## src/design/rfbe_pkg.sv

```systemverilog
// ----------------------------------------------------------------------------
// rfbe_pkg
// Shared constants and codes for the RNS fast base extension block.
// ----------------------------------------------------------------------------
package rfbe_pkg;

   localparam int MAX_Q_LIMBS = 16;
   localparam int MAX_P_LIMBS = 16;
   localparam int WORD_BITS   = 60;

   localparam int Q_IDX_BITS  = 4;
   localparam int P_IDX_BITS  = 4;
   localparam int KIND_BITS   = 2;
   localparam int COUNT_BITS  = 5;
   localparam int LIMB_CNT_BITS = $clog2(MAX_P_LIMBS + 1);
   localparam int BIT_CNT_BITS  = $clog2(WORD_BITS);
   localparam int QHP_ADDR_BITS = Q_IDX_BITS + P_IDX_BITS;
   localparam int QHP_DEPTH     = MAX_Q_LIMBS * MAX_P_LIMBS;
   localparam int CSR_IDX_BITS  = 1;

   // operation codes
   localparam logic OP_TABLE   = 1'b0;
   localparam logic OP_RESIDUE = 1'b1;

   // table kinds
   localparam logic [KIND_BITS-1:0] KIND_Q_MOD    = 2'd0;
   localparam logic [KIND_BITS-1:0] KIND_QHAT_INV = 2'd1;
   localparam logic [KIND_BITS-1:0] KIND_P_MOD    = 2'd2;
   localparam logic [KIND_BITS-1:0] KIND_QHAT_P   = 2'd3;

   // register indexes
   localparam logic [CSR_IDX_BITS-1:0] CSR_Q_COUNT = 1'd0;
   localparam logic [CSR_IDX_BITS-1:0] CSR_P_COUNT = 1'd1;

   // sequencer states
   localparam int ST_BITS = 4;
   localparam logic [ST_BITS-1:0] ST_IDLE    = 4'd0;
   localparam logic [ST_BITS-1:0] ST_ECHO    = 4'd1;
   localparam logic [ST_BITS-1:0] ST_MULV    = 4'd2;
   localparam logic [ST_BITS-1:0] ST_RDJ     = 4'd3;
   localparam logic [ST_BITS-1:0] ST_MULT_GO = 4'd4;
   localparam logic [ST_BITS-1:0] ST_MULT    = 4'd5;
   localparam logic [ST_BITS-1:0] ST_ACCR    = 4'd6;
   localparam logic [ST_BITS-1:0] ST_SKIP    = 4'd7;
   localparam logic [ST_BITS-1:0] ST_EMIT    = 4'd8;

   typedef logic [WORD_BITS-1:0] word_type;

   // clamp a raw count register value into 1..max
   function automatic logic [COUNT_BITS-1:0] clamp_count(
      input logic [COUNT_BITS-1:0] raw,
      input logic [COUNT_BITS-1:0] max_val);
      logic [COUNT_BITS-1:0] res;
      if (raw == '0) begin
         res = COUNT_BITS'(1);
      end else if (raw > max_val) begin
         res = max_val;
      end else begin
         res = raw;
      end
      return res;
   endfunction

endpackage

```

## src/design/rfbe_acc_cell.sv

```systemverilog
// ----------------------------------------------------------------------------
// rfbe_acc_cell
// One accumulator stage of the rotating P-limb ring.
// ----------------------------------------------------------------------------
module rfbe_acc_cell (
   input  logic                 clock,
   input  logic                 reset,
   input  logic                 shift,
   input  rfbe_pkg::word_type   d_in,
   output rfbe_pkg::word_type   q_out
);

   rfbe_pkg::word_type acc_ff, acc_in;

   always_comb begin
      acc_in = shift ? d_in : acc_ff;
   end

   always_ff @(posedge clock) begin
      if (reset) begin
         acc_ff <= '0;
      end else begin
         acc_ff <= acc_in;
      end
   end

   assign q_out = acc_ff;

endmodule

```

## config.mk

```make
export PLATFORM = sky130hd
export DESIGN_NAME = rfbe_acc_cell
export DESIGN_NICKNAME = d
export VERILOG_FILES = /design/src/design/rfbe_pkg.sv /design/src/design/rfbe_acc_cell.sv
export SDC_FILE = /design/constraint.sdc
export NUM_CORES = 1
export LEC_CHECK = 0
export BUFFER_PORTS_ARGS = -buffer_cell sky130_fd_sc_hd__buf_4
export CAP_MARGIN = 0
export CORE_MARGIN = 4
export CORE_UTILIZATION = 39
export DETAILED_ROUTE_END_ITERATION = 6
export PLACE_DENSITY_LB_ADDON = 0.05
export SLEW_MARGIN = 25
export SYNTH_ARGS = -nofsm -noshare
export SYNTH_HDL_FRONTEND = slang
export SYNTH_SLANG_ARGS = --single-unit
```

## constraint.sdc

```tcl
create_clock -name clock -period 0.8 [get_ports clock]
set_input_delay 0.04 -clock clock [delete_from_list [all_inputs] [get_ports clock]]
set_output_delay 0.04 -clock clock [all_outputs]
set_load 0.01 [all_outputs]
```

Word-level counts from Yosys, hierarchy flattened

Index checks and enable logic that the tools add are counted.
Widths: inputs -> output; s select.

Register bits: 60
Input bits: 63
Output and inout bits: 60

Longest topological paths before layout

Gate-level depths: netlist (run 1).

Word-level depth: 0
Mapped depth: 4

Least setup slack after synthesis (run 1)

Ideal clock, no wire load.

Kind: input to register
Start point: in shift
End point: reg acc_ff[0], in the netlist q_out[0]
Path buffers: 2
Slack: 0.152 ns
Cell stages on the path: 4
Arrival time: 0.531 ns
Path through: buf_6 buf_8 mux2i_1 nor2_1

RTL lines:

| item                   | line                | RTL |
|---|---|---|
| start: declaration     | rfbe_acc_cell.sv:8  | `input logic shift,` |
| end signal: assignment | rfbe_acc_cell.sv:23 | `acc_ff <= acc_in;` |
| end: declaration       | rfbe_acc_cell.sv:13 | `rfbe_pkg::word_type acc_ff, acc_in;` |

Worst setup path after layout (run 1)

Start point: reg acc_ff[20], in the netlist q_out[20]
End point: out q_out[20]

RTL lines:

| item             | line                | RTL |
|---|---|---|
| end: declaration | rfbe_acc_cell.sv:10 | `output rfbe_pkg::word_type q_out` |

No word-level cell between the ends.

==> results of run 1 <==
-- power groups by stage --
stage          registers, uW  logic [uW]  clock network (uW)
6_report                3330        1460                2370
4_1_cts                 3320        1430                2420
5_1_grt                 3350        1580                2570
3_3_place_gp            3310        1060                   0
3_5_place_dp            3320        1080                   0
2_1_floorplan           3400         403                   0
-- cell usage after synthesis --
library cell	count	area share, %
mux2i_1	60	28
buf_2	6	1.4
buf_8	6	4.2
dfxtp_1	60	56
buf_1	1	0.17
buf_6	1	0.52
nor2_1	60	10
-- through the flow --
| step | utilization [%] | cell area (um2) |
|---|---|---|
| global placement | 60.5 | 3170 |
| finish | 82.0 | 4290 |
| detailed placement | 60.5 | 3170 |
| CTS | 81.2 | 4250 |
| global route | 82.0 | 4290 |
| floorplan | - | 2160 |
-- worst min path at each step --
stage           endpoint  slack [ps]  depth (start not counted)      from
2_1_floorplan   q_out[0]         190                          2   d_in[0]
3_3_place_gp   q_out[11]         270                          3  d_in[11]
3_5_place_dp   q_out[14]         280                          3  d_in[14]
4_1_cts        q_out[47]          90                          3     reset
5_1_grt        q_out[40]          90                          3     reset
6_report       q_out[37]          90                          3     reset
-- cells by family (layout without fill, tap and decap cells) --
kind of cell | count (synthesis) | count (layout) | share of synthesized area [%]
buf+inv | 14 | 213 | 6.25
other cells | 0 | 1 | 0
flops | 60 | 60 | 55.6
simple gates | 60 | 60 | 10.4
mux | 60 | 60 | 27.8
-- metal layers --
| layer | GRT usage (%) | wire length, um | up-vias |
|---|---|---|---|
| met5 | 0 | 0 | - |
| met4 | 8.80 | 202 | 0 |
| met3 | 8.35 | 489 | 15 |
| met2 | 35.3 | 3530 | 74 |
| met1 | 21.6 | 2450 | 951 |
| li1 | - | - | 1032 |
-- cell usage in the layout (no fill, tap or decap) --
cell type	instances
buf_4	72
dlygate4sd3_1	60
nor2_1	60
buf_12	5
clkinv_2	2
clkbuf_1	2
diode_2	1
mux2i_1	59
dfxtp_2	60
mux2i_2	1
clkbuf_8	11
buf_6	61
-- area by class of cell --
cell class	count	area (um2)
multi-input combinational	120	830
sequential	60	1280
clock buffer	13	159
timing repair buffer	198	1930
clock inverter	2	10.0
antenna	1	2.50
fill	319	945
tap	70	87.6
-- timing repair --
action                                 in CTS  in global routing
setup buffers                               2                  4
endpoints found under the hold margin      60                  0
hold buffers                               60                  0
resized for setup                         120                  2
setup endpoints to repair                  60                 61
pin swaps                                   0                  2
==> metrics.txt, run 1 <==
Synth Area per Inst 11.1 um2; die height 82.5 um; Syn Std Cell Area roughly 2200 um2; Stages on worst setup path 1; CTS root buf clkbuf_8; post-placement setup slack between 9 and 10 ps; Final Skew 0 ps; vias in the first global route around 2200; internal power 5430 uW; Port-buffer cells approximately 120; sequential share of power 46.5%; CP Buf/Inv Count 1; worst setup path startpoint q_out[20]; worst slew pin tran 186 ps; Switching Fraction between 20% and 30%; post-route ant nets 0; die width just over 80 um; sequential area share after synthesis a little under three fifths; Area Overhead vs Synth 98.6%; maximum VDD drop roughly 1.3 mV; leakage 0.00209 uW; Slew Limit Fails 0; Via density approximately 4.5; worst endpoint required time between 700 and 800 ps; area of the core roughly 5200 um2; total track usage approximately a fifth; hpwl dp 3940 um; CP Max Fanout 2; placed insts between 300 and 400; final setup vio count 46; Clock Power Share 33.1%; First-pass DRT Iterations 4; crit path kind reg2out; relative slew slack about 87%; total of max-cap violations 0; post-route setup TNS -348 ps; initial antenna violation count 1; Final Hold Violating Endpoints 0; number of flip-flops in the largest register 60; hold crit path type in2reg; Max Fclk between 1000 and 1500 MHz; CP Capture Point q_out[20]; CTS tree built; worst hold slack approximately 90 ps; slack of the worst reg-to-reg path ~40 ps; maximum clock path buffer count 2; critical path endpoint category output pin; Synth Net Count 257; Worst Setup Start Kind flop; run status finished with violations; net load switching power approximately 1700 uW; Crit-path slowest cell dfxtp_2; I/O pin cnt roughly 120; Synth warnings 0; post-layout minimum cycle time roughly 820 ps; Critical Path AT 780 ps; fin nets between 400 and 500; die area around 7000 um2; Logic pwr share about a fifth; non-filler cells in the finished layout 464; Reg2Reg Depth 3; flops & latches, synth 60; Synth Instances ~190; CP top delay family flip-flops; crit-path cells buf_6; initial core utilization around 41%; Cell variety after synth 7; first-pass GRT wire length roughly 10000 um; final wirelength ~6700 um; pin count of the biggest net entering global routing 34; Via Count between 2000 and 2500; period utilization 103%; PwrDens roughly 1700 nW/um2; Std-Cell Rows 26; GRT Residual Overflow 0; DRC 0; violated checks setup timing; layout cells sized above 1 a little over half; clock latency on the worst-skew pair ~330 ps; PnR worst setup slack -23.5 ps; Pwr Total between 7000 and 8000 uW; initial DRC count between 70 and 80; RePlAce Congestion about 0.76; # H-tree levels 3; worst r2r src q_out[27]; drt wl/cell 14.4 um; clock sinks 60; unrepaired setup endpoints after global routing true; Critical R2R Capture q_out[27]; total CTS buffers 9; max incr delay on CP about 350 ps; clock slew at reported path FFs 60 ps
(Power assumes the default switching activity.)
==> inputs of run 2 (changes only) <==
HOLD_SLACK_MARGIN = 0.12   (was not set)
==> run 2 against run 1 <==
Against the previous run: the flow still finishes with violations (setup timing); final area grew 0.52%; worst setup slack improved by 10 ps; sequential power about the same; critical path depth is the same; clock power about the same; maximum frequency grew 1.2%; final cell count increased by 0.22%; register-to-register slack worse by 30 ps.
==> metrics.txt, run 2 (synthesis results as in run 1) <==
run status finished with violations; violated checks setup timing; final core utilization 82.4% (+0.43 points); fin nets 453 (+0.22%); Final Hold Violating Endpoints 0 (unchanged); clock sinks 60 (unchanged); critical path endpoint category output pin; CTS root buf clkbuf_8; Via density 4.55 (+1.8%); layout cells sized above 1 54.1% (+0.12 points); die height 82.5 um (unchanged); placed insts 382 (unchanged); initial DRC count 71 (-4.1%); Port-buffer cells 122 (unchanged); die width 82.5 um (unchanged); total CTS buffers 9 (unchanged); max incr delay on CP 330 ps (-20 ps); initial antenna violation count 1 (unchanged); most common cell after layout, fill and taps aside buf_4; leakage 0.00209 uW (+0.17%); die area 6800 um2 (unchanged); net load switching power 1770 uW (+1.9%); post-layout minimum cycle time 814 ps (-9.99 ps); clock slew at reported path FFs 70 ps (about the same); area of the core 5240 um2 (unchanged); period utilization 102% (-1.2 points); DRC 0 (unchanged); GRT Residual Overflow 0 (unchanged); Slew Limit Fails 0 (unchanged); Crit-path slowest cell dfxtp_2; final setup vio count 43 (-6.5%); CTS tree built; total of max-cap violations 0 (unchanged); hpwl dp 3940 um (unchanged); sequential share of power 46.2% (-0.3 points); hold crit path type in2reg; Critical Path AT 770 ps (about the same); pin count of the biggest net entering global routing 34 (unchanged); number of flip-flops in the largest register 60 (unchanged); worst slew pin tran 186 ps (+0.0912 ps); Std-Cell Rows 26 (unchanged); unrepaired setup endpoints after global routing true; crit path kind reg2out; # H-tree levels 3 (unchanged); internal power 5440 uW (+0.18%); maximum clock path buffer count 2 (unchanged); vias in the first global route 2264 (+0.76%); most frequent cells in the layout buf_4 (72), dlygate4sd3_1 (61), buf_6 (61), nor2_1 (60), dfxtp_2 (60); Area Overhead vs Synth 99.6%; worst endpoint required time 760 ps (about the same); Switching Fraction 24.6% (+0.32 points); initial core utilization 41.3% (unchanged); Worst Setup Start Kind flop; PwrDens 1670 nW/um2 (about the same); Logic pwr share 20.6% (+0.2 points); CP top delay family flip-flops; Via Count 2114 (+2.0%); Clock Power Share 33.2% (about the same); post-route ant nets 0 (unchanged); RePlAce Congestion 0.757 (unchanged); CP Max Fanout 2 (unchanged); final wirelength 6910 um (+3.6%); I/O pin cnt 123 (unchanged); crit-path cells buf_6; relative slew slack 87.2% (about the same); post-route setup TNS -255 ps (+93.2 ps); clock latency on the worst-skew pair 320 ps (about the same); maximum VDD drop 1.31 mV (+0.30%); first-pass GRT wire length 10500 um (+1.1%); Final Skew 0 ps (unchanged); worst hold slack 211 ps (+122 ps); First-pass DRT Iterations 5 (+1); PnR worst setup slack -13.5 ps (+9.99 ps); CP Buf/Inv Count 1 (unchanged); non-filler cells in the finished layout 465 (+0.22%); drt wl/cell 14.9 um (+3.4%); total track usage 20.7% (+0.30 points); Max Fclk 1230 MHz (+1.2%)
run 2: changes by cell type in the layout (fill, tap and decap cells not counted), sizes merged:
cell	change
dlygate4sd3	+1
run 2: layout make-up:
| cell class | instances | area, um2 |
|---|---|---|
| Antenna cell | 1 | 2.50 |
| Clock buffer | 13 | 159 |
| Clock inverter | 2 | 10.0 |
| Fill cell | 314 | 922 |
| Multi-Input combinational cell | 120 | 842 |
| Sequential cell | 60 | 1280 |
| Tap cell | 70 | 87.6 |
| Timing Repair Buffer | 199 | 1940 |
run 2: metal layers:
layer  share of wire, %  global-route usage (%)  vias to the layer above
met5                  0                       0                        -
met4                3.4                    11.5                        0
met3                6.9                    7.05                       20
met2                 55                    36.3                       77
met1                 35                    21.4                      981
li1                   -                       -                     1036
run 2: per-stage QoR:
step	setup WS (ps)	instance area (um2)	power (uW)
4_1_cts	-24.2	4260	7180
3_3_place_gp	37.2	3170	4380
2_1_floorplan	152	2160	3800
3_5_place_dp	9.95	3170	4400
6_report	-13.5	4320	7210
5_1_grt	-58.9	4320	7520
run 2: power by group through the flow:
| stage | Sequential [uW] | Clock [uW] | Combinational, uW |
|---|---|---|---|
| 2_1_floorplan | 3400 | 0 | 403 |
| 3_3_place_gp | 3310 | 0 | 1060 |
| 3_5_place_dp | 3320 | 0 | 1080 |
| 4_1_cts | 3320 | 2420 | 1440 |
| 5_1_grt | 3350 | 2570 | 1590 |
| 6_report | 3330 | 2390 | 1480 |
run 2: path summary, 6_finish.rpt:
path              from   endpoint  slack (ps)  cells after the start
max          q_out[11]  q_out[11]         -10                      1
min              shift  q_out[38]         210                      4
max reg2reg  q_out[40]  q_out[40]          10                      3
min reg2reg  q_out[55]  q_out[55]         490                      2
run 2: what timing repair did:
action                                 in CTS  in global routing
hold buffers                               61                  0
buffers inserted                            2                  4
gates resized for setup                   120                  4
setup endpoints to repair                  60                 62
pin swaps                                   0                  2
endpoints found under the hold margin      60                  0
run 2: worst reg2reg max path: cells and delay by family, from the launching register on:
family / cells / cell delay (ps)
flops: 1 / 330
mux: 1 / 160
buf+inv: 1 / 140
simple gates: 1 / 50
==> inputs of run 3 (changes only) <==
==> constraint.sdc (replaced) <==
create_clock -name clock -period 0.8 [get_ports clock]
set_input_delay 0.12 -clock clock [delete_from_list [all_inputs] [get_ports clock]]
set_output_delay 0.12 -clock clock [all_outputs]
set_load 0.01 [all_outputs]
==> run 3 against run 2 <==
Against the previous run: the flow still finishes with violations (setup timing); register-to-register slack about the same; highest routed layer unchanged; non-clock buffer count down 5; worst hold slack worse by 50 ps; critical path type unchanged.
==> metrics.txt, run 3 (synthesis results as in run 1) <==
PnR worst setup slack -94.6 ps (-81.0 ps); Area Overhead vs Synth 99.5% (about the same); initial antenna violation count 0 (-1); Via density 4.45 (-2.2%); worst endpoint required time 680 ps (-80 ps); final wirelength 6630 um (-4.1%); PwrDens 1690 nW/um2 (+1.0%); First-pass DRT Iterations 4 (-1); CTS root buf clkbuf_8; initial DRC count 37 (-48%); RePlAce Congestion 0.728 (-3.8%); CTS tree built; crit path kind reg2out; I/O pin cnt 123 (unchanged); violated checks setup timing; maximum clock path buffer count 2 (unchanged); first-pass GRT wire length 9780 um (-6.7%); Crit-path slowest cell dfxtp_2; clock sinks 60 (unchanged); die width 82.5 um (unchanged); max incr delay on CP 350 ps (+20 ps); worst slew pin tran 176 ps (-10.5 ps); layout cells sized above 1 53.8% (-0.21 points); drt wl/cell 14.4 um (-3.0%); fill count 295 (-6.1%); post-layout minimum cycle time 895 ps (+81.0 ps); crit-path cells buf_6; run status finished with violations; worst hold slack 161 ps (-49.7 ps); unrepaired setup endpoints after global routing true; Via Count 2046 (-3.2%); Critical Path AT 770 ps (about the same); Final Hold Violating Endpoints 0 (unchanged); period utilization 112% (+10 points); Final Skew 0 ps (unchanged); hpwl dp 3850 um (-2.2%); number of flip-flops in the largest register 60 (unchanged); clock latency on the worst-skew pair 320 ps (about the same); most common cell after layout, fill and taps aside buf_4; Worst Setup Start Kind flop; worst r2r src q_out[30]; relative slew slack 87.9% (+0.72 points); Antenna Cells 0 (-1); leakage 0.00223 uW (+6.9%); fin nets 448 (-1.1%); hold_sp shift; post-route setup TNS -4590 ps (-4330 ps); pin count of the biggest net entering global routing 42 (+24%); CP top delay family flip-flops; Std-Cell Rows 26 (unchanged); total of max-cap violations 0 (unchanged); Port-buffer cells 122 (unchanged); GRT Residual Overflow 0 (unchanged); die area 6800 um2 (unchanged); area of the core 5240 um2 (unchanged); DRC 0 (unchanged); # H-tree levels 3 (unchanged); total track usage 19.2% (-1.5 points); Slew Limit Fails 0 (unchanged); critical path endpoint category output pin; hold crit path type in2reg; CP Buf/Inv Count 1 (unchanged); final setup vio count 63 (+47%); post-route ant nets 0 (unchanged); die height 82.5 um (unchanged); worst setup path startpoint q_out[43]; CP Max Fanout 2 (unchanged); total CTS buffers 9 (unchanged); Max Fclk 1120 MHz (-9.1%); clock slew at reported path FFs 70 ps (about the same); initial core utilization 41.3% (unchanged); most frequent cells in the layout buf_4 (68), buf_6 (63), nor2_1 (60), dfxtp_2 (60), mux2i_1 (57); vias in the first global route 2116 (-6.5%); maximum VDD drop 1.13 mV (-14%)
-- run 3: cell types whose count changed in the layout (fill, tap and decap cells not counted), sizes merged --
cell / before / now
dlygate4sd3: 61 / 40
dlymetal6s4s: 0 / 20
buf: 138 / 134
clkbuf: 13 / 15
clkinv: 2 / 1
diode: 1 / 0
-- run 3: final timing paths --
check | end | slack (ps) | depth (start not counted)
worst max-delay path | q_out[43] | -90 | 1
worst min-delay path | q_out[10] | 160 | 3
worst max register to register | q_out[30] | 10 | 3
worst min register to register | q_out[5] | 500 | 2
-- run 3: layout make-up --
type                    count  area [um2]  area share [%]
repair buffers            194        1930            44.8
clock inverters             1        5.00           0.116
well taps                  70        87.6            2.03
multi-input cells         120         837            19.4
flip-flops and latches     60        1280            29.6
clock buffers              15         176            4.09
-- run 3: worst register-to-register path: cells and delay by family, from the launching register on --
kind / cells / cell delay [ps]
buffers and inverters: 1 / 110
DFF: 1 / 330
muxes: 1 / 170
and+or+nand+nor: 1 / 70
-- run 3: per-stage QoR --
| step | setup WS (ps) | instances | power, uW | area [um2] | util [%] |
|---|---|---|---|---|---|
| 6_report | -94.6 | 460 | 7280 | 4310 | 82.3 |
| 5_1_grt | -125 | 460 | 7590 | 4310 | 82.3 |
| 4_1_cts | -100 | 454 | 7250 | 4200 | 80.1 |
| 3_5_place_dp | -80.4 | 377 | 4360 | 3110 | 59.3 |
| 3_3_place_gp | -64.1 | 377 | 4340 | 3110 | 59.3 |
| 2_1_floorplan | 71.9 | 194 | 3800 | 2160 | - |
-- run 3: layer usage --
| metal | track usage (%) | part of all wire, % | up-vias |
|---|---|---|---|
| li1 | - | - | 1017 |
| met5 | 0 | 0 | - |
| met4 | 8.64 | 1.8 | 0 |
| met1 | 20.2 | 37 | 946 |
| met2 | 34.5 | 54 | 69 |
| met3 | 5.97 | 7.4 | 14 |
-- run 3: power by group --
group / internal, uW / leakage [uW] / switching, uW / total [uW]
Combinational: 953 / 0.00162 / 507 / 1460
Sequential: 3210 / 0.000517 / 126 / 3330
Clock: 1380 / 0.0000937 / 1100 / 2480
-- run 3: timing repair --
item	CTS	global route
endpoints found under the hold margin	60	0
endpoints found under the setup margin	60	83
buffers inserted	1	6
resized for setup	120	26
pin swaps	0	17
gates cloned	0	0
hold buffers	60	0
